File: config.mk
export PLATFORM = sky130hd
export DESIGN_NAME = idm_prep
export DESIGN_NICKNAME = d
export VERILOG_FILES = /design/src/design/idm_pkg.sv /design/src/design/idm_prep.sv
export SDC_FILE = /design/constraint.sdc
export NUM_CORES = 1
export LEC_CHECK = 0
export BUFFER_PORTS_ARGS = -buffer_cell sky130_fd_sc_hd__buf_2
export CORE_UTILIZATION = 36
export CTS_CLUSTER_DIAMETER = 30
export CTS_CLUSTER_SIZE = 12
export DETAILED_ROUTE_END_ITERATION = 16
export GPL_TIMING_DRIVEN = 0
export PLACE_DENSITY = 0.69
export SYNTH_ARGS = -nofsm -noshare
export SYNTH_HDL_FRONTEND = slang
export SYNTH_SLANG_ARGS = --single-unit
File: constraint.sdc
create_clock -name aclk -period 12.95 [get_ports aclk]
set_input_delay 1.295 -clock aclk [delete_from_list [all_inputs] [get_ports aclk]]
set_output_delay 1.295 -clock aclk [all_outputs]
set_load 0.03 [all_outputs]
File: src/design/idm_pkg.sv
// ============================================================================
// idm_pkg
// Shared types and codes for the floor divide / modulo pipeline.
// ============================================================================
`default_nettype none

package idm_pkg;

    localparam int DATA_W = 64;

    // opcode
    localparam logic OP_QUO = 1'b0;
    localparam logic OP_MOD = 1'b1;

    // width select
    localparam logic [1:0] WS_16 = 2'd0;
    localparam logic [1:0] WS_32 = 2'd1;
    localparam logic [1:0] WS_64 = 2'd2;

    // status
    localparam logic [1:0] ST_OK       = 2'd0;
    localparam logic [1:0] ST_DIV_ZERO = 2'd1;
    localparam logic [1:0] ST_RANGE    = 2'd2;

    typedef struct packed {
        logic                     opcode;
        logic [1:0]               width_select;
        logic signed [DATA_W-1:0] dividend;
        logic signed [DATA_W-1:0] divisor;
    } idm_in_t;

    typedef struct packed {
        logic signed [DATA_W-1:0] result;
        logic [1:0]               status;
    } idm_out_t;

    // word handed from cell to cell
    typedef struct packed {
        logic              opcode;
        logic              nneg;
        logic              dneg;
        logic [1:0]        status;
        logic [DATA_W-1:0] ud;    // |divisor|
        logic [DATA_W-1:0] rem;   // partial remainder
        logic [DATA_W-1:0] nq;    // dividend bits out, quotient bits in
    } idm_work_t;

endpackage

`default_nettype wire

File: src/design/idm_prep.sv
// ============================================================================
// idm_prep
// Front stage: sign extension, special-case status, operand magnitudes.
// ============================================================================
`default_nettype none

module idm_prep
    import idm_pkg::*;
(
    input  wire logic      aclk,
    input  wire logic      aresetn,
    input  wire logic      in_valid,
    output logic           in_ready,
    input  wire idm_in_t   in_data,
    output logic           out_valid,
    input  wire logic      out_ready,
    output idm_work_t      out_data
);

    logic      valid_reg, valid_next;
    idm_work_t data_reg, data_next;

    logic [DATA_W-1:0] n, d;
    logic              n_is_min;

    assign in_ready = !valid_reg || out_ready;

    always_comb begin
        case (in_data.width_select)
            WS_16: begin
                n        = {{48{in_data.dividend[15]}}, in_data.dividend[15:0]};
                d        = {{48{in_data.divisor[15]}}, in_data.divisor[15:0]};
                n_is_min = (n == {{49{1'b1}}, 15'd0});
            end
            WS_32: begin
                n        = {{32{in_data.dividend[31]}}, in_data.dividend[31:0]};
                d        = {{32{in_data.divisor[31]}}, in_data.divisor[31:0]};
                n_is_min = (n == {{33{1'b1}}, 31'd0});
            end
            default: begin
                n        = in_data.dividend;
                d        = in_data.divisor;
                n_is_min = (n == {1'b1, {(DATA_W-1){1'b0}}});
            end
        endcase
    end

    always_comb begin
        data_next.opcode = in_data.opcode;
        data_next.nneg   = n[DATA_W-1];
        data_next.dneg   = d[DATA_W-1];
        data_next.ud     = d[DATA_W-1] ? (DATA_W'(0) - d) : d;
        data_next.rem    = '0;
        data_next.nq     = n[DATA_W-1] ? (DATA_W'(0) - n) : n;
        if (d == '0) begin
            data_next.status = ST_DIV_ZERO;
        end else if ((&d) && (in_data.opcode == OP_QUO) && n_is_min) begin
            data_next.status = ST_RANGE;
        end else begin
            data_next.status = ST_OK;
        end
    end

    always_comb begin
        valid_next = valid_reg;
        if (in_ready) begin
            valid_next = in_valid;
        end
    end

    always_ff @(posedge aclk) begin
        if (!aresetn) begin
            valid_reg <= 1'b0;
        end else begin
            valid_reg <= valid_next;
        end
    end

    always_ff @(posedge aclk) begin
        if (in_valid && in_ready) begin
            data_reg <= data_next;
        end
    end

    assign out_valid = valid_reg;
    assign out_data  = data_reg;

endmodule

`default_nettype wire

==> impl_metrics.toml <==
[sta]
tightest_slew_ns = 1.22
setup-violations-final = 0
tns_ns = 0
hold_viol = 0
period_share = 0.363
clock_skew_ns = 0.00876
min_period_ns = 4.70
fmax_ghz = 0.213
rsz0062_at_grt = "false"
max-slew-margin-rel = 0.179
finalMaxSlewViolations = 0

[synthesis]
netlist_area_um2 = 8920
synth.avg_cell_area_um2 = 9.90
synth_seq_cells = 134
ys_seq_area_frac = 0.450
ys_warn_count = 0
synth_cell_types = 76
synth_ff_type = "edfxtp_1"
async_reset_ff_frac = 0
synthCells = 901
synth_edf_count = 133

[finish]
final_common_cell = "buf_2"
n_antenna_cell = 0
utilization = 0.474
final_cells = 1583
fillers = 2371
final_nets = 1385
drive_above_1_share = 0.317
areaGrowthSynthToFinish_pct = 29.3
final_cell_mix = "buf_2, edfxtp_1, nor2_1"

[clock_network]
cts_resized = 0
numCtsBuffers = 17
root_buffer = "clkbuf_16"
ctsHoldBuffers = 0
clock-sinks = 134
htreeDepth = 4
clockBufferDepth = 2
cts_tree = "yes"
clk_latency_ns = 0.42
cts_setup_buffers = 0
clk_pin_slew_ns = 0.06

[drt]
avgRoutedWirePerCell_um = 19.1
ant_nets = 0
drc = 0
first_pass_iters = 6
vias_per_cell = 5.30
drt-initial-drc-count = 578
routed_wl_um = 30300
vias = 8388

[critical_path]
path_class = "input pin to flip-flop"
path_max_fanout = 10
arrival_ns = 4.93
cp-end-kind = "flip-flop"
startpoint_type = "input pin"
crit_required_ns = 13.18

[grt]
grt_usage = 0.233
antenna_found_initial = 2
gr-total-overflow = 0
grt_pass1_wl_um = 45500
grt_pass1_vias = 7919
grt_max_degree = 68

[power]
power_mw = 1.41
peakVddDrop_mv = 0.0676
powerDensity_nw_per_um2 = 122
p_leak_nw = 4.65

[run_status]
run_status = "complete, no violations"

[die]
io_pins = 334
core_um2 = 24300
die_h_um = 159
rows = 57
die_w_um = 159
die-area_um2 = 25400
initial_utilization = 0.367

[job]
drv_cap = 0

[placed_design]
place.gp.congestion = 0.881
io_buffers = 263
dp_cells = 1552
dp_hpwl_um = 23200

[worst_hold_path]
hold_class = "flip-flop to flip-flop"
## layout make-up
class	count	area [um2]	area share
clock buffers	17	425	0.0369
clock inverters	14	196	0.0170
multi-input cells	706	4430	0.384
well taps	324	405	0.0352
inverters	13	48.8	0.00423
flip-flops and latches	134	4010	0.348
repair buffers	264	1340	0.117
plain buffers	111	667	0.0579
## flip-flops by register name, indices dropped and copies added, names as in the netlist
name and cells:
out_data 133, out_valid 1
## final timing paths
| kind | from | end | slack [ns] | cells after the start |
|---|---|---|---|---|
| worst max-delay path | in_data[129] | out_data[60] | 8.25 | 9 |
| worst max register to register | out_valid | out_data[31] | 11.01 | 3 |
| worst min-delay path | out_valid | out_valid | 0.57 | 2 |
| worst min register to register | out_valid | out_valid | 0.57 | 2 |
## through the flow
step	hold slack [ns]	cell area, um2	worst slack, ns
CTS	0.582	11500	8.22
floorplan	0.885	9150	7.72
global route	0.615	11500	8.00
finish	0.569	11500	8.25
global placement	0.562	10900	6.51
detailed placement	0.572	10900	7.81
## metal layers
layer,track usage,wire [um],vias to the layer above
li1,-,-,3959
met1,0.291,12500,3927
met2,0.397,14400,450
met3,0.0589,2700,50
met4,0.0664,649,2
met5,0,13,-
## logic make-up (layout without fill, tap and decap cells)
logic type | after synthesis | count (layout) | share of synthesized area
mux | 11 | 11 | 0.0125
buf+inv | 124 | 419 | 0.0803
flops | 134 | 134 | 0.450
xor+xnor | 99 | 99 | 0.0973
other cells | 1 | 64 | 0.000421
compound gates | 194 | 194 | 0.152
simple gates | 335 | 335 | 0.203
fa+ha+maj | 3 | 3 | 0.00421
## power breakdown
part           internal (mW)  total, mW  switching [mW]
clock                  0.324      0.527           0.203
combinational          0.105      0.342           0.237
sequential             0.528      0.536         0.00852
## cell usage after synthesis, drive strengths merged (17+ instances only)
| library cell | n | share of area |
|---|---|---|
| a21oi | 44 | 0.025 |
| buf | 74 | 0.059 |
| clkbuf | 37 | 0.016 |
| edfxtp | 133 | 0.45 |
| nand2 | 44 | 0.019 |
| nand2b | 17 | 0.012 |
| nor2 | 102 | 0.043 |
| nor3 | 22 | 0.012 |
| nor4 | 29 | 0.023 |
| o21ai | 38 | 0.021 |
| o31ai | 28 | 0.024 |
| o41ai | 30 | 0.030 |
| or3 | 27 | 0.019 |
| xnor2 | 34 | 0.033 |
| xor2 | 65 | 0.064 |
## worst max-delay path, cell delays in order
cell      delay, ns
buf_2          0.23
buf_2          0.31
clkbuf_1       0.59
clkbuf_1       0.60
buf_1          0.52
clkbuf_1       0.55
clkbuf_1       0.49
nand2_1        0.09
mux2i_1        0.23
No activity file was read; power rests on OpenSTA's default activity.
