$ cat config.mk
export PLATFORM = sky130hd
export DESIGN_NAME = idm_cell
export DESIGN_NICKNAME = d
export VERILOG_FILES = /design/src/design/idm_pkg.sv /design/src/design/idm_cell.sv
export SDC_FILE = /design/constraint.sdc
export NUM_CORES = 1
export LEC_CHECK = 0
export BUFFER_PORTS_ARGS = -buffer_cell sky130_fd_sc_hd__buf_2
export CAP_MARGIN = 20
export CORE_MARGIN = 2
export CORE_UTILIZATION = 30
export DETAILED_ROUTE_END_ITERATION = 7
export PLACE_DENSITY = 0.61
export SLEW_MARGIN = 15
export SYNTH_ARGS = -nofsm -noshare
export SYNTH_HDL_FRONTEND = slang
export SYNTH_SLANG_ARGS = --single-unit
export TNS_END_PERCENT = 50
$ cat constraint.sdc
create_clock -name aclk -period 7.55 [get_ports aclk]
set_input_delay 2.265 -clock aclk [delete_from_list [all_inputs] [get_ports aclk]]
set_output_delay 2.265 -clock aclk [all_outputs]
set_load 0.02 [all_outputs]
$ cat src/design/idm_pkg.sv
// ============================================================================
// idm_pkg
// Shared types and codes for the floor divide / modulo pipeline.
// ============================================================================
`default_nettype none

package idm_pkg;

    localparam int DATA_W = 64;

    // opcode
    localparam logic OP_QUO = 1'b0;
    localparam logic OP_MOD = 1'b1;

    // width select
    localparam logic [1:0] WS_16 = 2'd0;
    localparam logic [1:0] WS_32 = 2'd1;
    localparam logic [1:0] WS_64 = 2'd2;

    // status
    localparam logic [1:0] ST_OK       = 2'd0;
    localparam logic [1:0] ST_DIV_ZERO = 2'd1;
    localparam logic [1:0] ST_RANGE    = 2'd2;

    typedef struct packed {
        logic                     opcode;
        logic [1:0]               width_select;
        logic signed [DATA_W-1:0] dividend;
        logic signed [DATA_W-1:0] divisor;
    } idm_in_t;

    typedef struct packed {
        logic signed [DATA_W-1:0] result;
        logic [1:0]               status;
    } idm_out_t;

    // word handed from cell to cell
    typedef struct packed {
        logic              opcode;
        logic              nneg;
        logic              dneg;
        logic [1:0]        status;
        logic [DATA_W-1:0] ud;    // |divisor|
        logic [DATA_W-1:0] rem;   // partial remainder
        logic [DATA_W-1:0] nq;    // dividend bits out, quotient bits in
    } idm_work_t;

endpackage

`default_nettype wire

$ cat src/design/idm_cell.sv
// ============================================================================
// idm_cell
// One restoring division step: shift in a dividend bit, trial subtract,
// shift in one quotient bit.
// ============================================================================
`default_nettype none

module idm_cell
    import idm_pkg::*;
(
    input  wire logic      aclk,
    input  wire logic      aresetn,
    input  wire logic      in_valid,
    output logic           in_ready,
    input  wire idm_work_t in_data,
    output logic           out_valid,
    input  wire logic      out_ready,
    output idm_work_t      out_data
);

    logic      valid_reg, valid_next;
    idm_work_t data_reg, data_next;

    logic [DATA_W:0]   rem_sh;
    logic [DATA_W+1:0] diff;
    logic              qbit;

    assign in_ready = !valid_reg || out_ready;

    always_comb begin
        rem_sh = {in_data.rem, in_data.nq[DATA_W-1]};
        diff   = {1'b0, rem_sh} - {2'b00, in_data.ud};
        qbit   = !diff[DATA_W+1];

        data_next     = in_data;
        data_next.rem = qbit ? diff[DATA_W-1:0] : rem_sh[DATA_W-1:0];
        data_next.nq  = {in_data.nq[DATA_W-2:0], qbit};
    end

    always_comb begin
        valid_next = valid_reg;
        if (in_ready) begin
            valid_next = in_valid;
        end
    end

    always_ff @(posedge aclk) begin
        if (!aresetn) begin
            valid_reg <= 1'b0;
        end else begin
            valid_reg <= valid_next;
        end
    end

    always_ff @(posedge aclk) begin
        if (in_valid && in_ready) begin
            data_reg <= data_next;
        end
    end

    assign out_valid = valid_reg;
    assign out_data  = data_reg;

endmodule

`default_nettype wire

==> reports/metrics.yaml, run 1 <==
finish:
  final_common_cell: "buf_2"
  postLayoutCoreUtil_pct: 39.4
  syn2layout_area_growth_pct: 29.1
  layout_common_cells: "buf_2, edfxtp_1, a21oi_1, nor2_1, inv_1"
  layout-drive-gt1-share_pct: 33.7
  nets: 1612
floorplan:
  die_y_um: 192
  dieWidth_um: 192
  num_rows: 68
  coreArea_um2: 34600
  die_area_um2: 36700
  start_util_pct: 30.5
  boundaryPins: 400
timing:
  finalCriticalPeriod_ps: 5570
  finalSetupViolCount: 0
  finalSetupTns_ps: 0
  fin_crit_sh_pct: 73.7
  slew_headroom_pct: 44.1
  hold_ws_ps: 535
  final_max_slew_viol_count: 0
  rsz0062_at_grt: "no"
  skew_ps: 8.62
  worstMarginPinSlew_ps: 839
  timing.fmax_mhz: 180
  hold_viol: 0
drt:
  drc: 0
  drtAntennaViolNets: 0
  drtIter0Drc: 431
  drtPass1Iterations: 5
  wl_met2_um: 15300
  wl_met3_um: 2370
  wl_um: 31300
  vias_per_cell: 4.73
  routedWlPerCell_um: 17.2
  routed.top_layer: "met5"
  wl_met1_um: 13300
  vias: 8611
worst_setup_path:
  cp.required_ps: 7760
  critPathCaptureType: "flop"
  start_kind: "primary input"
  critPathKind: "primary input to flop"
  worstPathArrival_ps: 5780
  crit_fanout: 69
clock_tree:
  cts_made_buffers: 17
  clkLatencyLatePin_ps: 450
  cts_root_buf: "clkbuf_16"
  cts_resized: 0
  post_cts_buffers: 0
  cts_htree_levels: 4
  tritoncts: "yes"
  cts.sink_count: 198
  clk_pin_slew_ps: 80
  clockBufferDepth: 2
  hold_buffers: 0
placement:
  io_buffers: 399
  gp_congestion: 0.820
  dpl.hpwl_um: 25200
logic_synthesis:
  netlist_area_um2: 10600
  synth_fp_nets: 1215
  synth_cell_type_count: 56
  yosysWarnings: 0
  synth_seq_cells: 198
  yosysSeqAreaShare_pct: 56.2
  synthFlopType: "edfxtp_1"
  syn_avg_cell_area_um2: 11.1
  synthArstFlopShare_pct: 0
  postSynthCellCount: 949
  synth-edff-count: 197
run_status:
  run_status: "complete, no violations"
worst_hold_path:
  hp-class: "flop to flop"
global_routing:
  grt_first_pass_wirelength_um: 46300
  antenna_found_initial: 8
  gr-usage-all-layers_pct: 16.6
  grt_start_max_net_pins: 82
  overflow: 0
  grt_pass1_vias: 8496
pwr:
  peakVddDrop_uv: 162
  powerDensity_nw_per_um2: 221
  total_leakage_power_nw: 6.00
job:
  maxCapViolCount: 0
==> cell type report <==
class	count	area, um^2
Antenna cell	5	12.5
Clock buffer	19	433
Clock inverter	13	138
Fill cell	3464	21000
Inverter	86	323
Multi-Input combinational cell	639	4170
Sequential cell	198	5940
Tap cell	455	569
Timing Repair Buffer	404	2050
==> report_power, final <==
part | internal [mW] | switching [mW]
clock network | 0.466 | 0.453
registers | 1.33 | 0.0210
logic | 0.274 | 0.467
==> cells in the mapped netlist, drive strengths merged (3+ instances only) <==
| library cell | instances | area share [%] |
|---|---|---|
| xor2 | 21 | 1.7 |
| o211ai | 3 | 0.21 |
| nand2b | 5 | 0.30 |
| a211oi | 5 | 0.40 |
| nand2 | 69 | 2.5 |
| ha | 64 | 7.6 |
| nand3 | 13 | 0.62 |
| a21o | 23 | 1.6 |
| and2 | 4 | 0.24 |
| edfxtp | 197 | 56 |
| and3 | 6 | 0.36 |
| nor4 | 4 | 0.24 |
| mux2 | 13 | 1.4 |
| a31oi | 8 | 0.62 |
| or2 | 3 | 0.18 |
| inv | 86 | 3.1 |
| a221oi | 4 | 0.33 |
| o22ai | 3 | 0.18 |
| nor2 | 98 | 3.5 |
| nor3 | 9 | 0.43 |
| clkbuf | 13 | 0.49 |
| a21boi | 5 | 0.39 |
| a211o | 3 | 0.25 |
| nor2b | 4 | 0.24 |
| nand4 | 15 | 0.89 |
| o21a | 5 | 0.36 |
| a21oi | 135 | 6.4 |
| xnor2 | 36 | 3.0 |
| o21bai | 18 | 1.3 |
| o221ai | 4 | 0.33 |
| a221o | 3 | 0.30 |
| o21ai | 36 | 1.7 |
| buf | 13 | 0.78 |
==> logic make-up (layout without fill, tap and decap cells) <==
logic type | Yosys count | count (layout) | share of synthesized area [%]
fa+ha+maj | 65 | 65 | 7.77
mux | 13 | 13 | 1.39
buf+inv | 112 | 522 | 4.33
compound gates | 267 | 267 | 15.7
xor+xnor | 57 | 57 | 4.73
other cells | 0 | 5 | 0
flops | 198 | 198 | 56.2
simple gates | 237 | 237 | 9.89
==> critical path: stages <==
cell and delay, ps:
buf_2 80, inv_1 40, ha_1 370, o211ai_1 130, a21o_1 200, a21oi_1 260
a221o_2 280, a31oi_4 160, o41ai_4 520, a211oi_2 190, o31ai_4 220, buf_4 560
mux2_2 410
==> layer usage <==
layer | vias to the layer above | GRT usage, %
li1 | 4266 | -
met3 | 32 | 5.12
met2 | 291 | 28.8
met1 | 4014 | 19.8
met4 | 8 | 4.32
met5 | - | 0
==> path summary, 6_finish.rpt <==
check	from	endpoint	slack, ps	cells after the start
worst max register to register	out_valid$_SDFFE_PN0N_	out_data[39]$_DFFE_PP_	5280	3
worst min-delay path	out_valid$_SDFFE_PN0N_	out_valid$_SDFFE_PN0N_	540	2
worst max-delay path	in_data[132]	out_data[82]$_DFFE_PP_	1980	13
worst min register to register	out_valid$_SDFFE_PN0N_	out_valid$_SDFFE_PN0N_	540	2
==> per-stage QoR <==
stage                     power (mW)  cell area, um^2  std cells  setup slack [ps]
after CTS                       3.05            13600       1814              2050
after detailed placement        2.12            13000       1782              1540
after global placement          2.11            13000       1782              1660
final                           3.01            13600       1819              1980
after floorplan                 1.87            10600        949              2120
after global routing            3.15            13600       1815              1800
==> flip-flops by register name (all words and copies together), names as in the netlist <==
signal and count:
out_valid 1, out_data 197
(Power assumes the default switching activity.)
==> run 2: changes to the inputs <==
- ABC_AREA: default -> 1
- PLACE_DENSITY: 0.61 -> 0.57
- clock period: 7.55 -> 5.15 ns (I/O delays scaled with it)
==> reports/metrics.yaml, run 2 <==
run_status:
  run_status: "complete, no violations"
timing:
  worstMarginPinSlew_ps: 912
  finalSetupViolCount: 0
  hold_ws_ps: 547
  final_max_slew_viol_count: 0
  fin_ws_ps: 1170
  timing.fmax_mhz: 251
  slew_headroom_pct: 39.1
  fin_crit_sh_pct: 77.3
  skew_ps: 8.26
  rsz0062_at_grt: "no"
  hold_viol: 0
  finalCriticalPeriod_ps: 3980
clock_tree:
  clockBufferDepth: 2
  cts_resized: 0
  hold_buffers: 0
  tritoncts: "yes"
  cts_root_buf: "clkbuf_16"
  cts_made_buffers: 17
  post_cts_buffers: 0
  clkLatencyLatePin_ps: 490
  clk_pin_slew_ps: 80
  cts_htree_levels: 4
  cts.sink_count: 198
global_routing:
  grt_first_pass_wirelength_um: 70900
  grt.met3_usage_pct: 4.24
  gr-usage-all-layers_pct: 21.4
  gr-usage-met2_pct: 35.3
  grt_pass1_vias: 12000
  overflow: 0
  grt_busiest_layer: "met2"
  antenna_found_initial: 4
  grt_use_met1_pct: 28.0
  grt_start_max_net_pins: 113
worst_hold_path:
  whs_path_depth: 2
  hp-class: "flop to flop"
placement:
  place_ws_ps: 697
  io_buffers: 399
  dpl.hpwl_um: 40700
  gp_congestion: 0.922
drt:
  routedWlPerCell_um: 17.7
  vias_per_cell: 4.45
  drc: 0
  drtIter0Drc: 885
  vias: 12300
  drtPass1Iterations: 5
  drtAntennaViolNets: 0
  wl_um: 48900
logic_synthesis:
  synth-simple-area-share_pct: 32.2
  synthFlopType: "edfxtp_1"
  synth_adder_area_share_pct: 6.26
  postSynthCellCount: 1759
  synth_top_cell_by_area: "edfxtp_1"
  yosysSeqAreaShare_pct: 45.3
  synth_compound_gate_area_share_pct: 2.12
  synth_top_cell_area_share_pct: 45.1
  synthMuxAreaShare_pct: 0
  synth_seq_cells: 198
  synth_xor_area_share_pct: 2.07
  yosys-top-cells-count: "nand2_1, inv_1, edfxtp_1"
  netlist_area_um2: 13100
  synth_cell_type_count: 37
  yosysMostFrequentCell: "nand2_1"
  synthArstFlopShare_pct: 0
  syn_avg_cell_area_um2: 7.45
  synth_fp_nets: 2025
  synth-edff-count: 197
  synth_top_family_by_area: "simple AND/OR/NAND/NOR gates"
  yosysWarnings: 0
  synth_area_leaders: "edfxtp_1, nand2_1, inv_1"
worst_setup_path:
  critPathKind: "primary input to flop"
  max_stage_delay_ps: 710
  cp-startpoint: "in_data[107]"
  r2r-start: "out_valid$_SDFFE_PN0N_"
  crit_fanout: 35
  reg2reg_depth: 2
  start_kind: "primary input"
  endpoint: "out_data[73]$_DFFE_PP_"
  crit_top_cell: "nand2_1"
  path_depth: 14
  cp_top_family: "simple AND/OR/NAND/NOR gates"
  worstPathArrival_ps: 4330
  r2r_slack_ps: 3610
  slowest_stage: "nor2_4"
  cp.required_ps: 5500
  critPathCaptureType: "flop"
  crit_chain: "buf_2 > ha_1 > nand2_1 > inv_1 > nand2_1 > nand2_1 > nand2_1 > nand2_1 > inv_1 > a21oi_2 > nor2_4 > buf_4 > nand3_1 > nand2_1"
  crit_buf_inv: 4
  r2r_end: "out_data[66]$_DFFE_PP_"
finish:
  multi_input_area_um2: 5600
  nets: 2430
  fillers: 4606
  postLayoutCoreUtil_pct: 38.1
  syn2layout_area_growth_pct: 25.3
  layout_common_cells: "nand2_1, buf_2, inv_1, edfxtp_1, nand3_1"
  largest_register_ffs: 197
  register_area_um2: 5940
  layout-drive-gt1-share_pct: 22.2
  final_common_cell: "nand2_1"
floorplan:
  start_util_pct: 30.4
  num_rows: 76
  dieWidth_um: 213
  coreArea_um2: 43100
  boundaryPins: 400
  die_area_um2: 45400
  die_y_um: 213
pwr:
  powerDensity_nw_per_um2: 283
  peakVddDrop_uv: 216
  total_leakage_power_nw: 8.90
job:
  maxCapViolCount: 0
run 2: final cells by class:
| class | count | area share [%] |
|---|---|---|
| clock inverters | 15 | 1.06 |
| flip-flops and latches | 198 | 36.2 |
| inverters | 386 | 8.90 |
| repair buffers | 406 | 12.7 |
| multi-input cells | 1155 | 34.1 |
| diodes | 1 | 0.0152 |
| well taps | 585 | 4.46 |
| clock buffers | 17 | 2.59 |
run 2: per-stage QoR:
stage | total power [mW] | area, um^2 | cells | setup TNS (ps)
CTS | 4.72 | 16400 | 2762 | 0
detailed placement | 3.31 | 15800 | 2730 | 0
global route | 4.91 | 16400 | 2763 | 0
finish | 4.65 | 16400 | 2763 | 0
floorplan | 2.83 | 13100 | 1759 | -16020
global placement | 3.31 | 15800 | 2730 | 0
run 2: cell families after synthesis:
family	count (synthesis)
AO/OA/AOI/OAI	53
XOR/XNOR	31
adder cells (fa/ha/maj)	65
buffers and inverters	406
flip-flops	198
AND/OR/NAND/NOR	1006
run 2: where the power goes:
group | total [mW] | internal (mW) | switching [mW] | leakage (nW)
Clock | 1.38 | 0.655 | 0.722 | 0.285
Combinational | 1.29 | 0.404 | 0.889 | 6.70
Sequential | 1.98 | 1.94 | 0.0357 | 1.92
run 2: worst register-to-register path: cells and delay by family, from the launching register on:
kind / cells / cell delay (ps)
AOI/OAI and AO/OA: 1 / 210
buffers and inverters: 1 / 480
DFF: 1 / 350
run 2: per-layer routing:
metal | vias up | wire (um)
li1 | 6264 | -
met1 | 5569 | 22100
met2 | 412 | 22500
met3 | 50 | 3080
met4 | 6 | 1080
met5 | - | 40
run 2: worst min-delay path by stage:
stage                                      start                endpoint  slack (ps)
after floorplan           out_valid$_SDFFE_PN0N_  out_valid$_SDFFE_PN0N_         760
after CTS                 out_valid$_SDFFE_PN0N_  out_valid$_SDFFE_PN0N_         550
after global placement    out_valid$_SDFFE_PN0N_  out_valid$_SDFFE_PN0N_         520
after global routing      out_valid$_SDFFE_PN0N_  out_valid$_SDFFE_PN0N_         580
after detailed placement  out_valid$_SDFFE_PN0N_  out_valid$_SDFFE_PN0N_         540
final                     out_valid$_SDFFE_PN0N_  out_valid$_SDFFE_PN0N_         550
==> run 3: changes to the inputs <==
- PLACE_DENSITY: 0.57 -> 0.59
- clock period: 5.15 -> 3.6 ns (I/O delays scaled with it)
==> reports/metrics.yaml, run 3 (same netlist as run 2, synthesis figures left out) <==
timing:
  finalCriticalPeriod_ps: 3070
  final_max_slew_viol_count: 0
  fin_ws_ps: 534
  rsz0062_at_grt: "no"
  skew_ps: 14.4
  hold_viol: 0
  slew_headroom_pct: 52.9
  finalSetupViolCount: 0
  finalSetupTns_ps: 0
  fin_crit_sh_pct: 85.2
  worstMarginPinSlew_ps: 707
  timing.fmax_mhz: 326
placement:
  postPlaceCellArea_um2: 16200
  gp_congestion: 0.941
  dpl.hpwl_um: 41600
  place_ws_ps: 42.2
  io_buffers: 399
clock_tree:
  clockBufferDepth: 2
  post_cts_buffers: 0
  cts_root_buf: "clkbuf_16"
  cts.sink_count: 198
  clk_pin_slew_ps: 80
  tritoncts: "yes"
  clkLatencyLatePin_ps: 490
  hold_buffers: 0
  cts_htree_levels: 4
  cts_made_buffers: 17
  cts_resized: 0
drt:
  drc: 0
  vias: 12400
  vias_per_cell: 4.40
  wl_um: 49200
  routedWlPerCell_um: 17.5
  drtPass1Iterations: 5
  drtAntennaViolNets: 0
  drtIter0Drc: 765
finish:
  layout_common_cells: "nand2_1, buf_2, inv_1, edfxtp_1, nand3_1"
  layout-drive-gt1-share_pct: 23.9
  nets: 2479
  postLayoutCoreUtil_pct: 39.0
  syn2layout_area_growth_pct: 28.4
  final_common_cell: "nand2_1"
  largest_register_ffs: 197
  postLayoutCellArea_um2: 16800
worst_setup_path:
  reg2reg_depth: 2
  r2r-start: "out_valid$_SDFFE_PN0N_"
  start_kind: "primary input"
  critPathCaptureType: "flop"
  worstPathArrival_ps: 3320
  crit_fanout: 5
  r2r_end: "out_data[171]$_DFFE_PP_"
  critPathKind: "primary input to flop"
  cp.required_ps: 3860
  r2r_slack_ps: 2060
worst_hold_path:
  hp-start: "out_valid$_SDFFE_PN0N_"
  whs_path_depth: 2
  hp-class: "flop to flop"
  min_to: "out_valid$_SDFFE_PN0N_"
global_routing:
  antenna_found_initial: 3
  grt_start_max_net_pins: 115
  overflow: 0
  grt_first_pass_wirelength_um: 72500
  gr-usage-all-layers_pct: 21.9
  grt_pass1_vias: 12400
run_status:
  run_status: "complete, no violations"
pwr:
  p_total_mw: 6.75
  powerDensity_nw_per_um2: 401
  peakVddDrop_uv: 298
  total_leakage_power_nw: 9.17
floorplan:
  num_rows: 76
  die_area_um2: 45400
  coreArea_um2: 43100
  die_y_um: 213
  boundaryPins: 400
  start_util_pct: 30.4
  dieWidth_um: 213
job:
  maxCapViolCount: 0
run 3: worst max-delay path, stage by stage:
cell and delay, ps:
buf_2 90, inv_1 40, ha_1 440, nand2_1 210, inv_1 110, nand2_1 120
nor2_1 190, nand2_1 210, nor4_1 440, nand2_1 130, nand2_1 80, nand2_1 50
nand3_1 70, nand2_1 50
run 3: where the power goes:
part	switching (mW)	internal, mW
sequential	0.0543	2.78
clock	1.05	0.952
combinational	1.28	0.633
total	2.39	4.36
run 3: layout make-up:
class | instances | area [um^2]
Antenna cell | 3 | 7.51
Clock buffer | 17 | 425
Clock inverter | 15 | 184
Fill cell | 4571 | 26300
Inverter | 386 | 1460
Multi-Input combinational cell | 1155 | 5600
Sequential cell | 198 | 5940
Tap cell | 585 | 732
Timing Repair Buffer | 455 | 2480
run 3: worst max path at each step:
stage | startpoint | end | slack, ps | cells after the start
after floorplan | out_ready | out_data[0]$_DFFE_PP_ | -1170 | 2
after global placement | in_data[170] | out_data[126]$_DFFE_PP_ | -0.3 | 14
after detailed placement | in_data[170] | out_data[126]$_DFFE_PP_ | 40 | 14
after CTS | in_data[170] | out_data[126]$_DFFE_PP_ | 600 | 14
after global routing | in_data[170] | out_data[126]$_DFFE_PP_ | 280 | 14
final | in_data[170] | out_data[126]$_DFFE_PP_ | 530 | 14
run 3: metal layers:
layer  vias up  track usage [%]  wire length [um]  part of all wire (%)
met1      5617             28.2             22300                    45
met4         2             5.93               806                   1.6
met3        36             4.59              3020                   6.1
met2       359             37.1             23100                    47
met5         -                0                13                 0.026
li1       6366                -                 -                     -
run 3: per-stage QoR:
stage,hold slack [ps],cells
global placement,539,2779
global route,605,2812
CTS,557,2811
floorplan,762,1759
finish,551,2814
detailed placement,536,2779
